## src/hw/rtl/tmq_pkg.sv

```systemverilog
// ----------------------------------------------------------------------------
// Timed message queue package
// Shared types, field widths, operation codes and result kinds.
// ----------------------------------------------------------------------------
`default_nettype none

package tmq_pkg;

   // Default sizing of the queue and the time counter.
   localparam int DEPTH_DEF     = 16;
   localparam int TIME_BITS_DEF = 48;

   // Fixed field widths.
   localparam int FUNC_W   = 2;
   localparam int OFFSET_W = 32;
   localparam int ID_W     = 16;
   localparam int KIND_W   = 2;

   // Operation codes carried on the request side.
   localparam logic [FUNC_W-1:0] FUNC_TICK     = 2'd0;
   localparam logic [FUNC_W-1:0] FUNC_ADD      = 2'd1;
   localparam logic [FUNC_W-1:0] FUNC_RETRIEVE = 2'd2;

   // Result kinds carried on the response side.
   localparam logic [KIND_W-1:0] KIND_STATUS  = 2'd0;
   localparam logic [KIND_W-1:0] KIND_DELIVER = 2'd1;
   localparam logic [KIND_W-1:0] KIND_DROPPED = 2'd2;
   localparam logic [KIND_W-1:0] KIND_EMPTY   = 2'd3;

   // Sequencer states.
   typedef enum logic [2:0] {
      S_IDLE,
      S_INS,
      S_CMP,
      S_HEAD,
      S_DRAIN
   } tmq_state_type;

endpackage

`default_nettype wire

```

## src/hw/rtl/timed_message_queue_core.sv

```systemverilog
// ----------------------------------------------------------------------------
// Timed message queue core
// Sorted timer event queue of message handles with a running time counter.
// ----------------------------------------------------------------------------
// Usage:
//   The request channel (req_) carries one transaction per operation: a tick
//   advances the time by one (saturating), an add with a nonzero offset
//   inserts a handle due at now plus offset (saturating) or is dropped when
//   the queue is full, a retrieve pops the head at once. The response channel
//   (rsp_) returns one or more transactions per request; rsp_tlast marks the
//   final one. After every request all entries due at or before the current
//   time are delivered in queue order.
//   One request is in work at a time; req_tready is high only while the
//   sequencer is idle. The entries live in a single-port-write memory read
//   one word a cycle, and one compare unit walks them:
//     - the accepting cycle, which also pops the head for a retrieve,
//     - an add compares entries one at a time from the tail back, moving later
//       ones back, plus a write of the new entry when it lands at the head,
//     - each delivery or retrieve pops the head, then refetches any new head,
//     - every request ends with a step that issues its last response.
//   When the receiver stalls, the sequencer waits at the next response with
//   the one before it held in the output register.
//   Reset clears the time, the entry count and all handshake state; the
//   entry memory needs no clearing.
// ----------------------------------------------------------------------------
`default_nettype none

module timed_message_queue_core #(
   parameter int  DEPTH     = tmq_pkg::DEPTH_DEF,
   parameter int  TIME_BITS = tmq_pkg::TIME_BITS_DEF,
   localparam int CNT_W     = $clog2(DEPTH + 1),
   localparam int RSP_W     = ((tmq_pkg::ID_W + CNT_W + TIME_BITS + 7) / 8) * 8
) (
   input  wire logic                            clock,
   input  wire logic                            reset,
   // Request channel
   input  wire logic                            req_tvalid,
   output logic                                 req_tready,
   // tdata: offset [31:0], msg_id [47:32]
   input  wire logic [47:0]                     req_tdata,
   // tuser: func [1:0]
   input  wire logic [tmq_pkg::FUNC_W-1:0]      req_tuser,
   // Response channel
   output logic                                 rsp_tvalid,
   input  wire logic                            rsp_tready,
   // tdata: out_id, queue_count, next_due, zero fill (lowest bit up)
   output logic [RSP_W-1:0]                     rsp_tdata,
   // tuser: kind [1:0]
   output logic [tmq_pkg::KIND_W-1:0]           rsp_tuser,
   output logic                                 rsp_tlast
);

   import tmq_pkg::*;

   localparam int IDX_W = $clog2(DEPTH);
   localparam int MEM_W = ID_W + TIME_BITS;
   localparam logic [TIME_BITS-1:0] TMAX = {TIME_BITS{1'b1}};
   localparam logic [IDX_W-1:0]     LAST_IDX = IDX_W'(DEPTH - 1);

   // Request fields
   logic [FUNC_W-1:0]   req_func;
   logic [OFFSET_W-1:0] req_offset;
   logic [ID_W-1:0]     req_id;

   assign req_func   = req_tuser;
   assign req_offset = req_tdata[OFFSET_W-1:0];
   assign req_id     = req_tdata[OFFSET_W+ID_W-1:OFFSET_W];

   // State and working registers
   tmq_state_type       state_ff, state_in;
   logic [TIME_BITS-1:0] now_ff, now_in;
   logic [CNT_W-1:0]    cnt_ff, cnt_in;
   logic [IDX_W-1:0]    head_ff, head_in;
   logic [IDX_W-1:0]    tail_ff, tail_in;
   logic [TIME_BITS-1:0] head_due_ff, head_due_in;
   logic [ID_W-1:0]     head_id_ff, head_id_in;
   logic                pend_ff, pend_in;
   logic [KIND_W-1:0]   pend_kind_ff, pend_kind_in;
   logic [ID_W-1:0]     pend_id_ff, pend_id_in;
   logic [TIME_BITS-1:0] due_ff, due_in;
   logic [ID_W-1:0]     id_ff, id_in;
   logic [IDX_W-1:0]    scan_ff, scan_in;
   logic [IDX_W-1:0]    wslot_ff, wslot_in;
   logic [CNT_W-1:0]    k_ff, k_in;

   // Output register
   logic                rsp_valid_ff, rsp_valid_in;
   logic [KIND_W-1:0]   rsp_kind_ff, rsp_kind_in;
   logic [ID_W-1:0]     rsp_id_ff, rsp_id_in;
   logic                rsp_last_ff, rsp_last_in;
   logic [CNT_W-1:0]    rsp_cnt_ff, rsp_cnt_in;
   logic [TIME_BITS-1:0] rsp_due_ff, rsp_due_in;

   // Entry memory: {handle, due time}
   logic [MEM_W-1:0]    mem [DEPTH];
   logic [MEM_W-1:0]    rd_q_ff;
   logic [IDX_W-1:0]    rd_addr;
   logic                mem_we;
   logic [IDX_W-1:0]    mem_wa;
   logic [MEM_W-1:0]    mem_wd;

   // Shared decode
   logic                accept;
   logic                out_free;
   logic                acc_pop;
   logic                drain_more;
   logic                drain_emit;
   logic                drain_pop;
   logic                pop_go;
   logic                ins_ge;
   logic [TIME_BITS:0]  due_sum;
   logic [TIME_BITS-1:0] due_sat;
   logic [IDX_W-1:0]    head_next;
   logic [IDX_W-1:0]    tail_next;
   logic [IDX_W-1:0]    tail_prev;
   logic [IDX_W-1:0]    scan_prev;

   assign accept   = req_tvalid && req_tready;
   assign out_free = !rsp_valid_ff || rsp_tready;
   assign acc_pop  = accept && (req_func == FUNC_RETRIEVE) && (cnt_ff != '0);

   // Drain step: deliver every entry that is due, one pop at a time.
   assign drain_more = (cnt_ff != '0) && (head_due_ff <= now_ff);
   assign drain_emit = (state_ff == S_DRAIN) && out_free && (pend_ff || !drain_more);
   assign drain_pop  = (state_ff == S_DRAIN) && drain_more && (!pend_ff || out_free);
   assign pop_go     = acc_pop || drain_pop;

   // Insert compare: entries due at or after the new one move back.
   assign ins_ge = (rd_q_ff[TIME_BITS-1:0] >= due_ff);

   // Saturating due time
   assign due_sum = {1'b0, now_ff} + (TIME_BITS + 1)'(req_offset);
   assign due_sat = due_sum[TIME_BITS] ? TMAX : due_sum[TIME_BITS-1:0];

   // Ring pointer steps
   assign head_next = (head_ff == LAST_IDX) ? '0 : head_ff + 1'b1;
   assign tail_next = (tail_ff == LAST_IDX) ? '0 : tail_ff + 1'b1;
   assign tail_prev = (tail_ff == '0) ? LAST_IDX : tail_ff - 1'b1;
   assign scan_prev = (scan_ff == '0) ? LAST_IDX : scan_ff - 1'b1;

   // Next state
   always_comb begin
      state_in = state_ff;
      case (state_ff)
         S_IDLE: begin
            if (accept) begin
               if (acc_pop) begin
                  state_in = (cnt_ff != CNT_W'(1)) ? S_HEAD : S_DRAIN;
               end else if ((req_func == FUNC_ADD) && (req_offset != '0) &&
                            (cnt_ff != CNT_W'(DEPTH))) begin
                  state_in = S_INS;
               end else begin
                  state_in = S_DRAIN;
               end
            end
         end
         S_INS: begin
            state_in = (k_ff == '0) ? S_DRAIN : S_CMP;
         end
         S_CMP: begin
            state_in = ins_ge ? S_INS : S_DRAIN;
         end
         S_HEAD: begin
            state_in = S_DRAIN;
         end
         S_DRAIN: begin
            if (drain_pop) begin
               state_in = (cnt_ff != CNT_W'(1)) ? S_HEAD : S_DRAIN;
            end else if (drain_emit) begin
               state_in = S_IDLE;
            end
         end
         default: begin
            state_in = S_IDLE;
         end
      endcase
   end

   // Datapath control and register next values
   always_comb begin
      req_tready   = (state_ff == S_IDLE);
      now_in       = now_ff;
      cnt_in       = cnt_ff;
      head_in      = head_ff;
      tail_in      = tail_ff;
      head_due_in  = head_due_ff;
      head_id_in   = head_id_ff;
      pend_in      = pend_ff;
      pend_kind_in = pend_kind_ff;
      pend_id_in   = pend_id_ff;
      due_in       = due_ff;
      id_in        = id_ff;
      scan_in      = scan_ff;
      wslot_in     = wslot_ff;
      k_in         = k_ff;
      rd_addr      = scan_ff;
      mem_we       = 1'b0;
      mem_wa       = wslot_ff;
      mem_wd       = {id_ff, due_ff};
      rsp_valid_in = rsp_tready ? 1'b0 : rsp_valid_ff;
      rsp_kind_in  = rsp_kind_ff;
      rsp_id_in    = rsp_id_ff;
      rsp_last_in  = rsp_last_ff;
      rsp_cnt_in   = rsp_cnt_ff;
      rsp_due_in   = rsp_due_ff;

      // Start of a request
      if (accept) begin
         id_in = req_id;
         case (req_func)
            FUNC_TICK: begin
               if (now_ff != TMAX) begin
                  now_in = now_ff + 1'b1;
               end
            end
            FUNC_ADD: begin
               if (req_offset != '0) begin
                  if (cnt_ff == CNT_W'(DEPTH)) begin
                     pend_in      = 1'b1;
                     pend_kind_in = KIND_DROPPED;
                     pend_id_in   = req_id;
                  end else begin
                     due_in   = due_sat;
                     scan_in  = tail_prev;
                     wslot_in = tail_ff;
                     k_in     = cnt_ff;
                  end
               end
            end
            FUNC_RETRIEVE: begin
               if (cnt_ff == '0) begin
                  pend_in      = 1'b1;
                  pend_kind_in = KIND_EMPTY;
                  pend_id_in   = '0;
               end
            end
            default: begin
            end
         endcase
      end

      // Insert: write the new entry at the head when no entry is left to compare
      if (state_ff == S_INS && k_ff == '0) begin
         mem_we      = 1'b1;
         head_due_in = due_ff;
         head_id_in  = id_ff;
         cnt_in      = cnt_ff + 1'b1;
         tail_in     = tail_next;
      end

      // Insert: move a later entry back by one slot, or place the new one
      if (state_ff == S_CMP) begin
         mem_we = 1'b1;
         if (ins_ge) begin
            mem_wd   = rd_q_ff;
            wslot_in = scan_ff;
            scan_in  = scan_prev;
            k_in     = k_ff - 1'b1;
         end else begin
            cnt_in  = cnt_ff + 1'b1;
            tail_in = tail_next;
         end
      end

      // Refetch the head after a pop
      if (state_ff == S_HEAD) begin
         head_due_in = rd_q_ff[TIME_BITS-1:0];
         head_id_in  = rd_q_ff[MEM_W-1:TIME_BITS];
      end

      // Issue a response: a pending one, or a status-only one
      if (drain_emit) begin
         rsp_valid_in = 1'b1;
         rsp_kind_in  = pend_ff ? pend_kind_ff : KIND_STATUS;
         rsp_id_in    = pend_ff ? pend_id_ff : '0;
         rsp_last_in  = !drain_more;
         rsp_cnt_in   = cnt_ff;
         rsp_due_in   = (cnt_ff != '0) ? head_due_ff : now_ff;
         pend_in      = 1'b0;
      end

      // Pop the head; its response waits until the new head is known
      if (pop_go) begin
         pend_in      = 1'b1;
         pend_kind_in = KIND_DELIVER;
         pend_id_in   = head_id_ff;
         head_in      = head_next;
         cnt_in       = cnt_ff - 1'b1;
         rd_addr      = head_next;
      end
   end

   // Entry memory
   always_ff @(posedge clock) begin
      if (mem_we) begin
         mem[mem_wa] <= mem_wd;
      end
      rd_q_ff <= mem[rd_addr];
   end

   // Control registers
   always_ff @(posedge clock) begin
      if (reset) begin
         state_ff     <= S_IDLE;
         now_ff       <= '0;
         cnt_ff       <= '0;
         head_ff      <= '0;
         tail_ff      <= '0;
         pend_ff      <= 1'b0;
         rsp_valid_ff <= 1'b0;
      end else begin
         state_ff     <= state_in;
         now_ff       <= now_in;
         cnt_ff       <= cnt_in;
         head_ff      <= head_in;
         tail_ff      <= tail_in;
         pend_ff      <= pend_in;
         rsp_valid_ff <= rsp_valid_in;
      end
   end

   // Payload registers
   always_ff @(posedge clock) begin
      head_due_ff  <= head_due_in;
      head_id_ff   <= head_id_in;
      pend_kind_ff <= pend_kind_in;
      pend_id_ff   <= pend_id_in;
      due_ff       <= due_in;
      id_ff        <= id_in;
      scan_ff      <= scan_in;
      wslot_ff     <= wslot_in;
      k_ff         <= k_in;
      rsp_kind_ff  <= rsp_kind_in;
      rsp_id_ff    <= rsp_id_in;
      rsp_last_ff  <= rsp_last_in;
      rsp_cnt_ff   <= rsp_cnt_in;
      rsp_due_ff   <= rsp_due_in;
   end

   // Response ports
   assign rsp_tvalid = rsp_valid_ff;
   assign rsp_tuser  = rsp_kind_ff;
   assign rsp_tlast  = rsp_last_ff;
   assign rsp_tdata  = RSP_W'({rsp_due_ff, rsp_cnt_ff, rsp_id_ff});

   // The entry count never exceeds the queue depth.
   a_cnt_range: assert property (@(posedge clock) disable iff (reset)
      cnt_ff <= CNT_W'(DEPTH))
      else $error("entry count above depth");

   // An empty queue has its head and tail pointers together.
   a_empty_ptrs: assert property (@(posedge clock) disable iff (reset)
      (cnt_ff == '0) |-> (tail_ff == head_ff))
      else $error("empty queue with split pointers");

   // No response is left pending once the sequencer is idle.
   a_idle_clean: assert property (@(posedge clock) disable iff (reset)
      (state_ff == S_IDLE) |-> !pend_ff)
      else $error("pending response while idle");

   // A response that is not the last keeps the request in work.
   a_last_busy: assert property (@(posedge clock) disable iff (reset)
      (rsp_valid_ff && !rsp_last_ff) |-> (state_ff != S_IDLE))
      else $error("request finished before its last response");

   // The insert compare only runs with entries left to examine.
   a_cmp_left: assert property (@(posedge clock) disable iff (reset)
      (state_ff == S_CMP) |-> (k_ff != '0))
      else $error("insert compare with no entry left");

endmodule

`default_nettype wire
```

## config.mk

```make
export PLATFORM = sky130hd
export DESIGN_NAME = timed_message_queue_core
export DESIGN_NICKNAME = d
export VERILOG_FILES = /design/src/hw/rtl/tmq_pkg.sv /design/src/hw/rtl/timed_message_queue_core.sv
export SDC_FILE = /design/constraint.sdc
export NUM_CORES = 2
export LEC_CHECK = 0
export BUFFER_PORTS_ARGS = -buffer_cell sky130_fd_sc_hd__buf_2
export CAP_MARGIN = 0
export CORE_MARGIN = 2
export CORE_UTILIZATION = 35
export CTS_CLUSTER_DIAMETER = 40
export DETAILED_ROUTE_END_ITERATION = 10
export SLEW_MARGIN = 20
export SYNTH_ARGS = -nofsm -noshare
export SYNTH_HDL_FRONTEND = slang
export SYNTH_SLANG_ARGS = --single-unit
```

## constraint.sdc

```tcl
create_clock -name clock -period 9.25 [get_ports clock]
set_input_delay 0.4625 -clock clock [delete_from_list [all_inputs] [get_ports clock]]
set_output_delay 0.4625 -clock clock [all_outputs]
set_load 0.02 [all_outputs]
```

After elaboration in Yosys (flattened, before gate mapping) --
Memory sizes are Yosys's and may differ from the RTL's. A register that Yosys moved wholly into a read port is not among the register bits. Cells that the tools add are included.
Operators by class: add/subtract/negate cells 9, $lt $le $gt $ge 2, equality and inequality tests 23, muxes and demuxes 69, bitwise logic cells 1, reductions and logical operators 39
Operators with widths (number):
- two-way mux 48 bit | 3
- two-way mux 64 bit | 2
- two-way mux 16 bit | 7
- two-way mux 4 bit | 20
- two-way mux 5 bit | 10
- adder 48 x 32 -> 49 bit | 1
- adder 48 x 1 -> 48 bit (second input constant) | 1
- greater-or-equal comparator 48 bit | 1
- less-or-equal comparator 48 bit | 1
- != test 48 bit (second input constant) | 1
- case mux 16 bit (2 select lines) | 1
- nonzero test 32 bit | 1
- two-way mux 3 bit | 8
- case mux 3 bit (5 select lines) | 1
- AND reduction 5 bit | 3
- two-way mux 1 bit | 12
- != test 4 x 3 -> 1 bit (second input constant) | 3
- logical AND 1 bit | 11
- logical NOT 5 bit | 2
- subtractor 5 x 1 -> 5 bit (second input constant) | 2
- != test 3 x 2 -> 1 bit (second input constant) | 3
- adder 4 x 1 -> 4 bit (second input constant) | 2
- equality test 4 bit (second input constant) | 2
- logical NOT 4 bit | 2
- other kinds (27) | 43
Storage, ports and cells: bits in registers 297, RAM bits 1024, input bits 54, memories 1
Memories:
- mem | words 16, bits a word 64, read ports 1, clocked after Yosys merged registers in 1, write ports 1, line timed_message_queue_core.sv:95 | logic [MEM_W-1:0] mem [DEPTH];

Logic depth before layout (Yosys ltp) --
depth after elaboration 8, mapped depth 18, gate-level depth less buffers 14

Worst setup path after synthesis --
Ideal clock, no wire load.
path type register to register, start point register k_ff[0], end point memory mem[0][0] in the netlist's numbering, enable pin, setup time 0.565 ns, arrival time 5.899 ns, path slack 2.786 ns, cell stages (with the launch flop) 9, clock period less this slack 6.464 ns, path through dfxtp_1 > inv_1 > ha_1 > nand2_1 > or2_2 > nor3_1 > a21oi_1 > or4_1 > nor3_1
On the way: longest elaborated chain between the ends 6
Ends and longest elaborated chain:
- from (decl) | line timed_message_queue_core.sv:84 | logic [CNT_W-1:0] k_ff, k_in;
- from (signal assigned) | line timed_message_queue_core.sv:332 | k_ff <= k_in;
- logical NOT 5 bit | line timed_message_queue_core.sv:243 | if (state_ff == S_INS && k_ff == '0) begin
- logical AND 1 bit | line timed_message_queue_core.sv:243
- two-way mux 1 bit | line timed_message_queue_core.sv:243
- two-way mux 1 bit | line timed_message_queue_core.sv:252 | if (state_ff == S_CMP) begin
- two-way mux 1 bit | line timed_message_queue_core.sv:295 | if (mem_we) begin
- two-way mux 1 bit (not written as such) | line timed_message_queue_core.sv:296 | mem[mem_wa] <= mem_wd;
- to (decl) | line timed_message_queue_core.sv:95
Every way passes these cells.

Final worst setup path --
start point register now_ff[32], end point register rd_q_ff[24], read port of mem
On the way: longest elaborated chain between the ends 6
Ends and longest elaborated chain:
- from (decl) | line timed_message_queue_core.sv:71 | logic [TIME_BITS-1:0] now_ff, now_in;
- from (signal assigned) | line timed_message_queue_core.sv:313 | now_ff <= now_in;
- less-or-equal comparator 48 bit | line timed_message_queue_core.sv:123 | assign drain_more = (cnt_ff != '0) && (head_due_ff <= now_ff);
- logical AND 1 bit | line timed_message_queue_core.sv:123
- logical AND 1 bit (2 in series) | line timed_message_queue_core.sv:125 | assign drain_pop = (state_ff == S_DRAIN) && drain_more && (!pend_ff || out_free);
- logical OR 1 bit | line timed_message_queue_core.sv:126 | assign pop_go = acc_pop || drain_pop;
- two-way mux 4 bit | line timed_message_queue_core.sv:283 | if (pop_go) begin
- to (decl) | line timed_message_queue_core.sv:96 | logic [MEM_W-1:0] rd_q_ff;
Every way passes these cells. A chain may end at the register's enable or synchronous reset.

==> metrics.txt <==
synthesized flop and latch total roughly 1,400; max_slew headroom 0.248; number of flops mapped to enable cells by yosys about 1,200; power per cell area 287 nW/µm²; layout cells sized above 1 0.145; Setup WS pre-CTS 3.09 ns; Die Y-Extent 409 µm; DP HPWL 85.8 mm; post-route total power 19.0 mW; setup_tns 0 ns; CTS sink cnt roughly 1,400; Die ar. between 150,000 and 200,000 µm²; MaxCap Viol Count 0; Startpoint Class register; multi-input combinational cell area 16,100 µm²; Site Rows 148; Placeable Area 163,000 µm²; RSZ-0062 raised after global routing false; Warnings, synthesis 0; status completed; WL/cell 23.1 µm; CP max FO 54; initial antenna violation count 2; DR WL met3 8.99 mm; largest net degree at the start of global routing 119; VDD IR max 0.274 mV; max layer used met5; Sequential Area around 40,000 µm²; area leader, netlist edfxtp_1; Initial DRC Count 3,079; Final setup viols 0; WL met2 69.5 mm; worst reg-to-reg path cell count 16; final net count 4,277; ys flop type edfxtp_1; total CTS buffers 153; Netlist Area Pre-Place 57,400 µm²; Clock Skews 0.0331 ns; I/O pin count 131; Placer Congestion around 0.86; ranking of synthesized cells by area edfxtp_1 65%, mux2i_1 9.0%, dfxtp_1 5.1%, ha_1 3.1%, o22ai_1 2.8%; depth of the CTS H-tree 4; die width 409 µm; Residual DRC 0; fin. max-slew vios 0; Area Growth Syn to Fin 15.5%; final-layout fill cell count 14,800; I/O Buffers roughly 130; GR Util All Layers 0.173; Pleak 23.8 nW; Starting Density 0.353; final wirelength 148 mm; Worst Hold Depth 3; Final Hold Fails 0; Routed Antenna Nets 0; Skew-Pair Late Insertion Delay 0.79 ns; Root Buffer Master clkbuf_16; share of the synthesized area in the top cell type 0.648; most frequent cells in the layout 1,240 x edfxtp_1, 517 x mux2i_1, 260 x o22ai_1, 233 x nand2_1, 167 x o21ai_0; synthesized area per cell between 10 and 15 µm²; Pre-Repair DR Iteration Count 5; sequential cell area fraction in the yosys report 0.699; Syn Inst Count 3,837; CP Capture Type register; leading cell type in the layout, fill and taps excluded edfxtp_1; async set-reset flop share out of synthesis 0; fmax 0.166 GHz; first-pass GRT wire length approximately 220 mm; met1 WL 66.1 mm; Worst-Margin Slew 1.13 ns; final worst slack 3.21 ns; Tmin final 6.04 ns; class of the worst hold path input port to register; vias in the first global route 32,300; Overflow after GRT 0; final worst-path cycle share 0.653; DR vias around 34,000; Reg clk slew, reported paths 0.06 ns; CTS Buffer Depth 3; WP data required approximately 9.9 ns; drt via density 5.24; Post CTS Setup Buffer Count 0; CTS tree built; Synth cell types 67; CP Class register to register; arrival time worst endpoint 6.69 ns
==> flip-flops by register name (all words and copies together) (netlist names), 2 cells and up <==
signal	count
rsp_id_ff	16
id_ff	16
head_due_ff	48
head_id_ff	16
state_ff	3
cnt_ff	5
scan_ff	4
k_ff	5
pend_kind_ff	2
mem_wa	4
due_ff	48
rsp_tuser	2
rsp_due_ff	48
pend_id_ff	16
mem	1024
now_ff	48
tail_ff	4
rsp_cnt_ff	5
head_ff	4
rd_q_ff	64
==> synthesized netlist by cell type, drive strengths merged, types with 8 or more instances <==
cell type	count
edfxtp	1240
mux2i	517
o22ai	260
nand2	242
o21ai	171
dfxtp	145
ha	142
inv	131
nor2	123
a21oi	99
buf	96
mux2	85
clkbuf	78
or4	67
xnor2	67
nand3	56
a21o	37
nand4	30
nand2b	29
nor3	27
and2	23
nor2b	18
a211oi	16
nor4	15
xor2	15
and3	14
a31oi	10
o21bai	9
and4	8
==> per-stage QoR <==
stage | hold WS, ns | instance area (µm²) | instances | utilization
after global routing | 0.142 | 66400 | 6387 | 0.407
after CTS | 0.103 | 66400 | 6387 | 0.407
after global placement | 0.452 | 61000 | 6083 | 0.374
after floorplan | 0.432 | 57500 | 3839 | -
final | 0.160 | 66400 | 6389 | 0.407
after detailed placement | 0.462 | 61000 | 6083 | 0.374
==> logic make-up (layout without fill, tap and decap cells) <==
| kind of cell | after synthesis | after routing | synth area share |
|---|---|---|---|
| AOI/OAI and AO/OA | 641 | 641 | 0.0669 |
| xor gates and xnor gates | 82 | 82 | 0.0125 |
| adders and majority gates | 143 | 143 | 0.0313 |
| buffers and inverters | 305 | 678 | 0.0248 |
| DFF | 1385 | 1385 | 0.699 |
| muxes | 602 | 602 | 0.107 |
| other | 1 | 5 | 0.0000653 |
| and+or+nand+nor | 678 | 678 | 0.0589 |
==> per-layer routing <==
| layer | vias to the layer above | track usage |
|---|---|---|
| met5 | - | 0 |
| met4 | 2 | 0.0440 |
| met3 | 198 | 0.0273 |
| met2 | 1025 | 0.278 |
| met1 | 17000 | 0.243 |
| li1 | 15300 | - |
==> path summary, 6_finish.rpt <==
| kind | to | startpoint | slack, ns |
|---|---|---|---|
| worst min-delay path | due_ff[0] | req_tdata[0] | 0.16 |
| worst max register to register | rd_q_ff[24] | now_ff[32] | 3.21 |
| worst min register to register | k_ff[3] | k_ff[3] | 0.47 |
| worst max-delay path | rd_q_ff[24] | now_ff[32] | 3.21 |
==> where the power goes <==
group	internal (mW)	switching [mW]	total, mW
Clock	3.63	2.57	6.20
Sequential	7.53	0.379	7.91
Combinational	1.84	3.07	4.90
==> layout make-up <==
cell class                 instances  share of cell area
clock buffer                     192              0.0621
inverter                         131             0.00741
tap                             2175              0.0410
clock inverter                    95              0.0162
timing repair buffer             260              0.0260
multi-input combinational       2149               0.242
sequential                      1385               0.605
antenna                            2           0.0000754
==> what timing repair did <==
item,in CTS,in global routing
hold endpoints to repair,19,0
resized for setup,0,0
hold buffers,17,0
==> critical path, cell delays in order (launching register included) <==
cell	delay (ns)
dfxtp_1	0.65
inv_1	0.16
ha_1	0.31
and4_1	0.19
nand4_1	0.30
or2_2	0.40
o22ai_1	0.51
a2111oi_2	0.11
or2_2	0.33
buf_4	0.30
nor2_1	0.26
a21oi_4	0.08
buf_4	0.33
nand2_1	0.69
buf_4	0.50
o22ai_1	0.16
or4_1	0.53
(Power assumes the default switching activity.)
